File: src/rtl/core/assert_macros.svh
// ----------------------------------------------------------------------------
// assert_macros.svh
// shared concurrent assertion macros, sampled on clk, off during rst_n low
// ----------------------------------------------------------------------------
`ifndef ASSERT_MACROS_SVH
`define ASSERT_MACROS_SVH

// invariant checked at every rising clock edge
`define ASSERT_ALWAYS(lbl, expr) \
    lbl: assert property (@(posedge clk) disable iff (!rst_n) (expr)) \
        else $error("invariant violated");

// same-cycle implication
`define ASSERT_IMPLY(lbl, ante, cons) \
    lbl: assert property (@(posedge clk) disable iff (!rst_n) (ante) |-> (cons)) \
        else $error("implication violated");

// next-cycle implication
`define ASSERT_NEXT(lbl, ante, cons) \
    lbl: assert property (@(posedge clk) disable iff (!rst_n) (ante) |=> (cons)) \
        else $error("next-cycle implication violated");

`endif

File: src/rtl/core/oaids_pkg.sv
// ----------------------------------------------------------------------------
// oaids_pkg
// types and constants for the ordered array with insert, delete and search
// ----------------------------------------------------------------------------
package oaids_pkg;

    localparam int DATA_W    = 32;
    localparam int POS_W     = 7;
    localparam int KIND_W    = 3;
    localparam int STATUS_W  = 2;
    localparam int FIDX_W    = 6;
    localparam int ECNT_W    = 7;
    localparam int DEPTH_DEF = 64;

    localparam logic [KIND_W-1:0] KIND_CLEAR  = 3'd0;
    localparam logic [KIND_W-1:0] KIND_APPEND = 3'd1;
    localparam logic [KIND_W-1:0] KIND_INSERT = 3'd2;
    localparam logic [KIND_W-1:0] KIND_DELETE = 3'd3;
    localparam logic [KIND_W-1:0] KIND_SEARCH = 3'd4;
    localparam logic [KIND_W-1:0] KIND_READ   = 3'd5;

    localparam logic [STATUS_W-1:0] STATUS_OK        = 2'd0;
    localparam logic [STATUS_W-1:0] STATUS_BAD_POS   = 2'd1;
    localparam logic [STATUS_W-1:0] STATUS_NOT_FOUND = 2'd2;
    localparam logic [STATUS_W-1:0] STATUS_FULL      = 2'd3;

    typedef struct packed {
        logic [KIND_W-1:0]        kind;
        logic [POS_W-1:0]         position;
        logic signed [DATA_W-1:0] value;
    } req_t;

    typedef struct packed {
        logic [STATUS_W-1:0]      status;
        logic [FIDX_W-1:0]        found_index;
        logic signed [DATA_W-1:0] read_value;
        logic [ECNT_W-1:0]        element_count;
    } rsp_t;

    typedef enum logic [1:0] {
        CELL_HOLD   = 2'd0,
        CELL_APPEND = 2'd1,
        CELL_INSERT = 2'd2,
        CELL_DELETE = 2'd3
    } cell_op_t;

    typedef struct packed {
        cell_op_t op;
        logic     scan_en;
        logic     scan_search;
        logic     scan_read;
    } cell_ctrl_t;

    typedef enum logic [1:0] {
        ST_IDLE = 2'b01,
        ST_SCAN = 2'b10
    } state_t;

endpackage

File: src/rtl/core/oaids_cell.sv
// ----------------------------------------------------------------------------
// oaids_cell
// one array entry: shifts with its neighbors on insert and delete, and
// forwards the lowest matching entry (search) or the addressed entry (read) toward cell zero during a scan
// ----------------------------------------------------------------------------
module oaids_cell #(
    parameter int DEPTH = oaids_pkg::DEPTH_DEF,
    parameter int INDEX = 0,
    parameter int CW    = $clog2(oaids_pkg::DEPTH_DEF + 1),
    parameter int IW    = $clog2(oaids_pkg::DEPTH_DEF)
) (
    input  logic                           clk,
    input  logic                           rst_n,
    input  oaids_pkg::cell_ctrl_t          ctrl,
    input  logic [oaids_pkg::POS_W-1:0]    pos,
    input  logic [CW-1:0]                  count,
    input  logic [oaids_pkg::DATA_W-1:0]   value,
    input  logic [oaids_pkg::DATA_W-1:0]   left_data,
    input  logic [oaids_pkg::DATA_W-1:0]   right_data,
    output logic [oaids_pkg::DATA_W-1:0]   entry,
    input  logic                           up_hit,
    input  logic [IW-1:0]                  up_idx,
    input  logic [oaids_pkg::DATA_W-1:0]   up_data,
    output logic                           hit,
    output logic [IW-1:0]                  hit_idx,
    output logic [oaids_pkg::DATA_W-1:0]   hit_data
);
    import oaids_pkg::*;

    localparam int CMPW = (CW > POS_W) ? CW : POS_W;
    localparam logic [CMPW-1:0] IDX = CMPW'(INDEX);

    logic [DATA_W-1:0] entry_reg;
    logic [DATA_W-1:0] entry_next;
    logic              hit_reg;
    logic [IW-1:0]     hit_idx_reg;
    logic [DATA_W-1:0] hit_data_reg;
    logic [CMPW-1:0]   pos_c;
    logic [CMPW-1:0]   cnt_c;
    logic              own_hit;

    assign pos_c = CMPW'(pos);
    assign cnt_c = CMPW'(count);

    always_comb
    begin
        entry_next = entry_reg;
        unique case (ctrl.op)
            CELL_APPEND:
            begin
                if (IDX == cnt_c)
                    entry_next = value;
            end
            CELL_INSERT:
            begin
                if (IDX > pos_c)
                    entry_next = left_data;
                else if (IDX == pos_c)
                    entry_next = value;
            end
            CELL_DELETE:
            begin
                if (IDX >= pos_c)
                    entry_next = right_data;
            end
            default:
            begin
                entry_next = entry_reg;
            end
        endcase
    end

    assign own_hit = (ctrl.scan_search && (IDX < cnt_c) && (entry_reg == value))
                  || (ctrl.scan_read && (IDX == pos_c));

    always_ff @(posedge clk)
    begin
        entry_reg <= entry_next;
    end

    always_ff @(posedge clk or negedge rst_n)
    begin
        if (!rst_n)
            hit_reg <= 1'b0;
        else if (ctrl.scan_en)
            hit_reg <= own_hit || up_hit;
    end

    always_ff @(posedge clk)
    begin
        if (ctrl.scan_en)
        begin
            hit_idx_reg  <= own_hit ? IW'(INDEX) : up_idx;
            hit_data_reg <= own_hit ? entry_reg : up_data;
        end
    end

    assign entry    = entry_reg;
    assign hit      = hit_reg;
    assign hit_idx  = hit_idx_reg;
    assign hit_data = hit_data_reg;

endmodule

File: config.mk
export PLATFORM = sky130hd
export DESIGN_NAME = oaids_cell
export DESIGN_NICKNAME = d
export VERILOG_FILES = /design/src/rtl/core/assert_macros.svh /design/src/rtl/core/oaids_pkg.sv /design/src/rtl/core/oaids_cell.sv
export SDC_FILE = /design/constraint.sdc
export NUM_CORES = 1
export LEC_CHECK = 0
export BUFFER_PORTS_ARGS = -buffer_cell sky130_fd_sc_hd__buf_2
export CORE_UTILIZATION = 39
export CTS_BUF_LIST = sky130_fd_sc_hd__clkbuf_8
export DETAILED_ROUTE_END_ITERATION = 8
export HOLD_SLACK_MARGIN = 0.03
export PLACE_DENSITY = 0.9
export SYNTH_ARGS = -nofsm -noshare
export SYNTH_HDL_FRONTEND = slang
export SYNTH_SLANG_ARGS = --single-unit
File: constraint.sdc
create_clock -name clk -period 2.1 [get_ports clk]
set_clock_uncertainty 0.2 [all_clocks]
set_input_delay 0.42 -clock clk [delete_from_list [all_inputs] [get_ports clk]]
set_output_delay 0.42 -clock clk [all_outputs]
set_load 0.005 [all_outputs]
* Yosys cells after proc, flatten, opt, wreduce, memory -nomap -nowiden
Cells that the tools add are included.
Operators by class: magnitude comparators 3, equality and inequality tests 7, multiplexer cells 6, reductions and logical operators 9
Operators with widths (number):
- 2-to-1 mux 32 bit | 5
- case mux 32 bit (3 select lines) | 1
- equality test 32 bit | 1
- logical NOT 7 bit | 2
- greater-or-equal comparator 1 x 7 -> 1 bit (first input constant) | 1
- > comparator 1 x 7 -> 1 bit (first input constant) | 1
- less-than comparator 1 x 7 -> 1 bit (first input constant) | 1
- equality test 2 bit (second input constant) | 2
- inequality test 2 bit (second input constant) | 2
- AND reduction 4 bit | 1
- logical AND 1 bit | 3
- inequality test 3 bit (second input constant) | 1
- nonzero test 3 bit | 1
- equality test 2 x 1 -> 1 bit (second input constant) | 1
- logical OR 1 bit | 2
Word-level totals: bits in registers 71, input bits 156, logic and storage cells 29

* Longest topological paths before layout
Gate-level depths: netlist (run 1).
depth in word-level cells 5, depth in mapped cells 7, mapped depth without buffers 5

* Least setup slack after synthesis (run 1)
No wires, ideal clock.
path type input -> register, start point in count[4], end point reg entry_reg[0] (netlist: entry[0]) (enable), setup time 466 ps, arrival time 3463 ps, slack -2028 ps, stages on the path 4, path buffers 0, path through or4_4 nor4_4 nand2_1 o21ai_0
Between the ends: longest elaborated chain between the ends 3
RTL lines:
- start: declaration | line oaids_cell.sv:16 | input logic [CW-1:0] count,
- logical NOT 7 bit | line oaids_cell.sv:51 | if (IDX == cnt_c)
- inequality test 2 bit (no line)
- AND reduction 4 bit (no line)
- end signal: assignment | line oaids_cell.sv:78 | entry_reg <= entry_next;
- end: declaration | line oaids_cell.sv:33 | logic [DATA_W-1:0] entry_reg;
No other way between the ends. A chain may end at the register's enable or synchronous reset.

* Worst setup path in the final report (run 1)
start point reg entry_reg[6] (netlist: entry[6]), end point reg hit_data_reg[29] (netlist: hit_data[29]) (data pin)
Between the ends: longest elaborated chain between the ends 4
RTL lines:
- equality test 32 bit | line oaids_cell.sv:73 | assign own_hit = (ctrl.scan_search && (IDX < cnt_c) && (entry_reg == value))
- logical AND 1 bit | line oaids_cell.sv:73
- logical OR 1 bit | line oaids_cell.sv:74 | || (ctrl.scan_read && (IDX == pos_c));
- 2-to-1 mux 32 bit | line oaids_cell.sv:94 | hit_data_reg <= own_hit ? entry_reg : up_data;
- end signal: assignment | line oaids_cell.sv:94
- end: declaration | line oaids_cell.sv:37 | logic [DATA_W-1:0] hit_data_reg;
No other way between the ends.

==> reports/metrics.csv, run 1 <==
stage;metric;value;unit
layout;final core occ;61.3;%
clock_network;clk slew on worst S/H paths;80;ps
global_routing;global route overflow;0;
clock_network;Skew-Pair Late Insertion Delay;340;ps
critical_path;Crit Path Category;flip-flop to flip-flop;
global_routing;pin count of the biggest net entering global routing;41;
timing;achievable frequency;440;MHz
yosys;cells after synthesis;205;
outcome;failing checks;negative setup slack;
yosys;Yosys top cell area share;61.7;%
timing;RSZ-0062 raised after global routing;true;
timing;worst rel slew slack;77.2;%
route;Post-DRT Antenna Nets;0;
yosys;Netlist cell types;21;
layout;post-route insts no fill;555;
die;Core ar.;8340;um2
critical_path;Critical Path Start Type;flip-flop;
global_routing;first-pass GRT wire length;13.0;mm
clock_network;Bufs on Longest Clock Path;2;
die;overall die width;95.5;um
yosys;most frequent cell after synthesis;edfxtp_1;
yosys;syn_nets;361;
critical_path;reg2reg path depth;7;
layout;layout cells sized above 1;71.8;%
placement;placed inst area;4820;um2
yosys;ys async rst share;1.41;%
worst_hold_path;hold depth;3;
clock_network;CTS tree;done;
die;die area;9120;um2
yosys;Mapped Area;3410;um2
yosys;Commonest cells post-synth;edfxtp_1 (70), mux2_2 (61), xnor2_1 (32);
placement;Detail Placement HPWL;6.73;mm
critical_path;r2r setup slk;-170;ps
critical_path;arrival time of the worst setup path;2160;ps
route;WL/cell;16.1;um
power;PD cells;626;nW/um2
route;via count;2630;
worst_hold_path;HP Class;input pin to flip-flop;
route;DRC violations left;0;
route;routed vias/inst;4.74;
timing;setup ws final;-171;ps
global_routing;initial antenna violation count;0;
timing;final slew viol count;0;
placement;Buffers on Ports;194;
critical_path;Worst Path Required;1990;ps
yosys;synthesized flop and latch total;71;
route;met2 WL post-DR;4.74;mm
route;drt first pass iters;4;
yosys;post-synthesis sequential area ratio;62.4;%
route;DR top layer;met4;
yosys;predominant post-synthesis flop cell;edfxtp_1;
die;Starting Density;40.9;%
timing;Final Hold Fails;0;
clock_network;CTS Buf Count;9;
critical_path;Crit Path Max Fanout;14;
clock_network;CTS HTree Levels;3;
layout;design area;5110;um2
die;die height;95.5;um
clock_network;TritonCTS Sinks;71;
layout;Filler cells;669;
timing;fin crit share;108;%
global_routing;vias in the first global route;2808;
layout;Antenna Cells;0;
route;routed wl met3;625;um
layout;nets;602;
yosys;number of flops mapped to enable cells by yosys;70;
yosys;main area contributors after synthesis;edfxtp_1 (62%), mux2_2 (20%), xnor2_1 (8.2%);
timing;Final Hold Slack;126;ps
route;met1 wire length;3.40;mm
timing;final setup fails;38;
clock_network;root buf cell;clkbuf_8;
die;I/O pins;227;
flow_run;Max Cap Viol;0;
yosys;synthesized area per cell;16.6;um2
outcome;outcome;complete, but fails checks;
placement;Placer Congestion;0.693;
power;Lkg Pwr;2.19;nW
yosys;Synth area leader;edfxtp_1;
route;Initial DRC Count;56;
timing;Tmin final;2270;ps
power;IR drop worst, VDD;0.350;mV
route;Routed WL;8.92;mm
layout;Area Growth Syn to Fin;49.9;%
die;Row Count;33;
timing;Slew @ Worst Pin;340;ps
critical_path;nature of the critical path endpoint;flip-flop;
placement;Inst Count DP;534;
yosys;YS warnings;0;
global_routing;GRT Total Usage;19.5;%
-- logic make-up (layout without fill, tap and decap cells) --
| group | after synthesis | count (layout) | synth area share, % |
|---|---|---|---|
| compound gates | 3 | 3 | 0.697 |
| xor+xnor | 32 | 32 | 8.22 |
| buf+inv | 8 | 253 | 1.54 |
| flops | 71 | 71 | 62.4 |
| mux | 64 | 64 | 21.5 |
| simple gates | 27 | 27 | 5.65 |
-- layer usage --
layer,vias to the layer above,global-route usage (%)
met3,13,4.47
met5,-,0
met4,0,8.21
met1,1231,20.2
li1,1261,-
met2,125,37.1
-- cell usage in the layout (no fill, tap or decap) --
cell type / synthesis / routed
dlygate4sd3_1: 0 / 1
inv_1: 1 / 3
edfxtp_1: 70 / 70
nor3_1: 2 / 1
bufinv_16: 0 / 2
nor4_2: 0 / 1
or4_4: 2 / 2
buf_12: 0 / 5
nor4_4: 2 / 2
clkinv_1: 0 / 1
buf_6: 2 / 1
a31oi_4: 0 / 1
buf_2: 0 / 194
and2_1: 7 / 7
clkinvlp_4: 0 / 1
dfrtp_1: 1 / 1
o21ai_4: 0 / 1
nor2_1: 1 / 1
a31oi_1: 1 / 1
xnor2_1: 32 / 29
clkbuf_8: 0 / 9
xnor2_2: 0 / 3
mux2_2: 61 / 61
nand2_1: 4 / 4
nor3_2: 0 / 1
nand4_1: 7 / 7
mux2_4: 3 / 3
buf_4: 2 / 36
nand3_1: 1 / 1
-- stage by stage --
step / power [mW] / TNS [ps] / worst slack (ps)
after detailed placement: 2.07 / -25070 / -526
after CTS: 3.23 / -6380 / -206
after global placement: 2.05 / -27470 / -583
after floorplan: 1.83 / -17540 / -305
final: 3.20 / -5200 / -171
after global routing: 3.32 / -8970 / -272
-- area by class of cell --
| type | instances | area, um2 | share of cell area [%] |
|---|---|---|---|
| clock buffer | 9 | 124 | 2.42 |
| clock inverter | 6 | 78.8 | 1.54 |
| inverter | 1 | 3.75 | 0.0735 |
| multi-input combinational | 126 | 1280 | 25.1 |
| sequential | 71 | 2130 | 41.6 |
| tap | 105 | 131 | 2.57 |
| timing repair buffer | 237 | 1360 | 26.7 |
-- critical path, stage by stage, from the launching register on --
cell	delay (ps)
edfxtp_1	420
xnor2_1	180
nand4_1	120
nor4_2	330
buf_4	170
a31oi_4	110
buf_6	190
mux2_4	300
-- where the power goes --
group	switching, mW	leakage, nW	internal [mW]
Sequential	0.0167	0.671	1.63
Clock	0.507	0.105	0.650
Combinational	0.158	1.42	0.235
-- path summary, 6_finish.rpt --
path	end	from
min in group asynchronous	hit	rst_n
max in group asynchronous	hit	rst_n
setup / recovery	hit_data[29]	entry[6]
hold reg to reg	hit	hit
setup reg to reg	hit_data[29]	entry[6]
hold / removal	hit	up_hit
-- repair_timing --
action                     4_1_cts  5_1_grt
setup buffers                    1        4
hold endpoints to repair         1        0
hold buffers                     1        0
gates resized for setup          4        2
pin swaps                        2        2
setup endpoints to repair       39       39
Note: power is estimated with default switching activity, not from simulation.
==> run 2, diff against run 1 <==
SETUP_SLACK_MARGIN = 0.5   (was default)
==> run 2 against run 1 <==
  * The flow still finishes with violations (negative setup slack)
  * Critical path depth unchanged
  * Wire length increased by 0.90%
  * Maximum frequency decreased by 1.9%
  * Via count about the same
  * First-iteration DRC count increased by 8.9%
  * Register-to-register slack got worse by 40 ps
  * Highest routed layer unchanged
==> reports/metrics.csv, run 2 (synthesis gave the netlist of run 1 again) <==
stage;metric;value;unit;change
outcome;outcome;complete, but fails checks;;
outcome;failing checks;negative setup slack;;
global_routing;vias in the first global route;2753;;-2.0%
timing;Final Hold Fails;0;;unchanged
placement;Detail Placement HPWL;6.52;mm;-3.2%
route;DRC violations left;0;;unchanged
global_routing;global route overflow;0;;unchanged
critical_path;arrival time of the worst setup path;2210;ps;+50 ps
timing;Tmin final;2320;ps;+44.3 ps
clock_network;TritonCTS Sinks;71;;unchanged
global_routing;first-pass GRT wire length;13.1;mm;+1.2%
critical_path;CP peak stage delay;430;ps;about the same
critical_path;reg2reg path depth;7;;unchanged
global_routing;met3 GRT Util;6.54;%;+2.1 points
route;Post-DRT Antenna Nets;0;;unchanged
critical_path;CP max-delay cell;edfxtp_1;;
layout;post-route insts no fill;560;;+0.90%
timing;achievable frequency;432;MHz;-1.9%
global_routing;initial antenna violation count;0;;unchanged
global_routing;pin count of the biggest net entering global routing;41;;unchanged
critical_path;r2r setup slk;-220;ps;-40 ps
timing;Post-Route Setup TNS;-6480;ps;-1280 ps
critical_path;WP buf/inv;2;;unchanged
clock_network;clk slew on worst S/H paths;80;ps;about the same
timing;Final Hold Slack;124;ps;-1.51 ps
placement;Buffers on Ports;194;;unchanged
timing;fin crit share;110;%;+2.1 points
worst_hold_path;hold depth;3;;unchanged
critical_path;Critical Path Start Type;flip-flop;;
global_routing;met1 Track Usage GR;20.9;%;+0.69 points
layout;nets;606;;+0.66%
global_routing;M2 GR Usage;37.1;%;unchanged
timing;final setup fails;38;;unchanged
global_routing;GRT Total Usage;19.9;%;+0.47 points
critical_path;CP top delay family;simple AND/OR/NAND/NOR gates;;
timing;Slew @ Worst Pin;333;ps;-7.28 ps
clock_network;CTS tree;done;;
die;I/O pins;227;;unchanged
layout;commonest cells after routing, fill and taps aside;buf_2 (165), edfxtp_1 (70), mux2_2 (61);;
route;WL/cell;16.1;um;about the same
global_routing;gr busiest metal;met2;;
clock_network;CTS Buf Count;9;;unchanged
die;die area;9120;um2;unchanged
critical_path;nature of the critical path endpoint;flip-flop;;
critical_path;Worst Path Required;1990;ps;about the same
timing;setup ws final;-216;ps;-44.3 ps
power;IR drop worst, VDD;0.441;mV;+26%
critical_path;Reg2Reg Launch Point;entry[14];;
layout;Area Growth Syn to Fin;59.5;%;
power;PD cells;573;nW/um2;-8.5%
critical_path;CP cell instances;xnor2_1 -> nand4_1 -> nor4_2 -> buf_4 -> a31oi_4 -> buf_12 -> mux2_4;;
critical_path;reg2reg end;hit_data[30];;
die;overall die width;95.5;um;unchanged
placement;Placer Congestion;0.749;;+8.2%
clock_network;CTS HTree Levels;3;;unchanged
critical_path;Crit Path Category;flip-flop to flip-flop;;
worst_hold_path;HP Class;input pin to flip-flop;;
flow_run;Max Cap Viol;0;;unchanged
timing;RSZ-0062 raised after global routing;true;;
clock_network;Bufs on Longest Clock Path;2;;unchanged
layout;layout cells sized above 1;72.5;%;+0.75 points
timing;worst rel slew slack;77.7;%;+0.49 points
worst_hold_path;hold path endpoint;hit;;
layout;Antenna Cells;0;;unchanged
clock_network;root buf cell;clkbuf_8;;
die;Row Count;33;;unchanged
route;Routed WL;9.00;mm;+0.90%
power;Lkg Pwr;2.32;nW;+5.9%
route;routed vias/inst;4.70;;-0.82%
worst_hold_path;hold wc startpoint;up_hit;;
die;die height;95.5;um;unchanged
die;Starting Density;40.9;%;unchanged
layout;commonest non-fill, non-tap cell in the layout;buf_2;;
route;drt first pass iters;4;;unchanged
critical_path;Crit Path Max Fanout;21;;+7
die;Core ar.;8340;um2;unchanged
route;Initial DRC Count;61;;+8.9%
layout;final core occ;65.2;%;+3.9 points
placement;Inst Count DP;536;;+0.37%
timing;final slew viol count;0;;unchanged
clock_network;Skew-Pair Late Insertion Delay;350;ps;about the same
route;via count;2632;;+0.076%
[run 2: final cells by class]
cell class | count | area, um2
Clock buffer | 9 | 124
Clock inverter | 7 | 65.1
Fill cell | 627 | 2900
Inverter | 1 | 3.75
Multi-Input combinational cell | 126 | 1290
Sequential cell | 71 | 2130
Tap cell | 105 | 131
Timing Repair Buffer | 241 | 1700
[run 2: stage by stage]
step / worst slack (ps) / total power, mW / area, um2
after detailed placement: -526 / 2.07 / 4850
after global placement: -562 / 2.06 / 4850
final: -216 / 3.12 / 5440
after CTS: -191 / 3.14 / 5390
after global routing: -351 / 3.25 / 5440
after floorplan: -305 / 1.83 / 3420
[run 2: what timing repair did]
item | 4_1_cts | 5_1_grt
pin swaps | 2 | 1
buffers inserted | 5 | 2
hold endpoints to repair | 1 | 0
hold buffers | 1 | 0
gates resized for setup | 60 | 6
endpoints found under the setup margin | 99 | 99
[run 2: power breakdown]
part / internal [mW] / total (mW) / switching [mW]
registers: 1.63 / 1.65 / 0.0178
logic: 0.242 / 0.402 / 0.159
clock network: 0.541 / 1.06 / 0.523
[run 2: worst max path at each step]
stage / cells after the start / slack [ps] / startpoint / endpoint
2_1_floorplan: 7 / -300 / count[4] / hit_data[28]
3_3_place_gp: 8 / -560 / value[24] / hit_data[28]
3_5_place_dp: 8 / -530 / value[24] / hit_data[28]
4_1_cts: 7 / -190 / entry[23] / hit_data[30]
5_1_grt: 7 / -350 / entry[14] / hit_data[29]
6_report: 7 / -220 / entry[14] / hit_data[30]
[run 2: routing by layer]
metal | wire [um] | vias to the layer above
met5 | 0 | -
met4 | 109 | 0
met3 | 760 | 11
met2 | 4870 | 122
met1 | 3260 | 1226
li1 | - | 1273
[run 2: worst reg2reg max path: stages, from the launching register on]
cell and delay (ps):
edfxtp_1 430, xnor2_1 200, nand4_1 150, nor4_2 310, buf_4 160, a31oi_4 110, buf_12 200, mux2_4 300
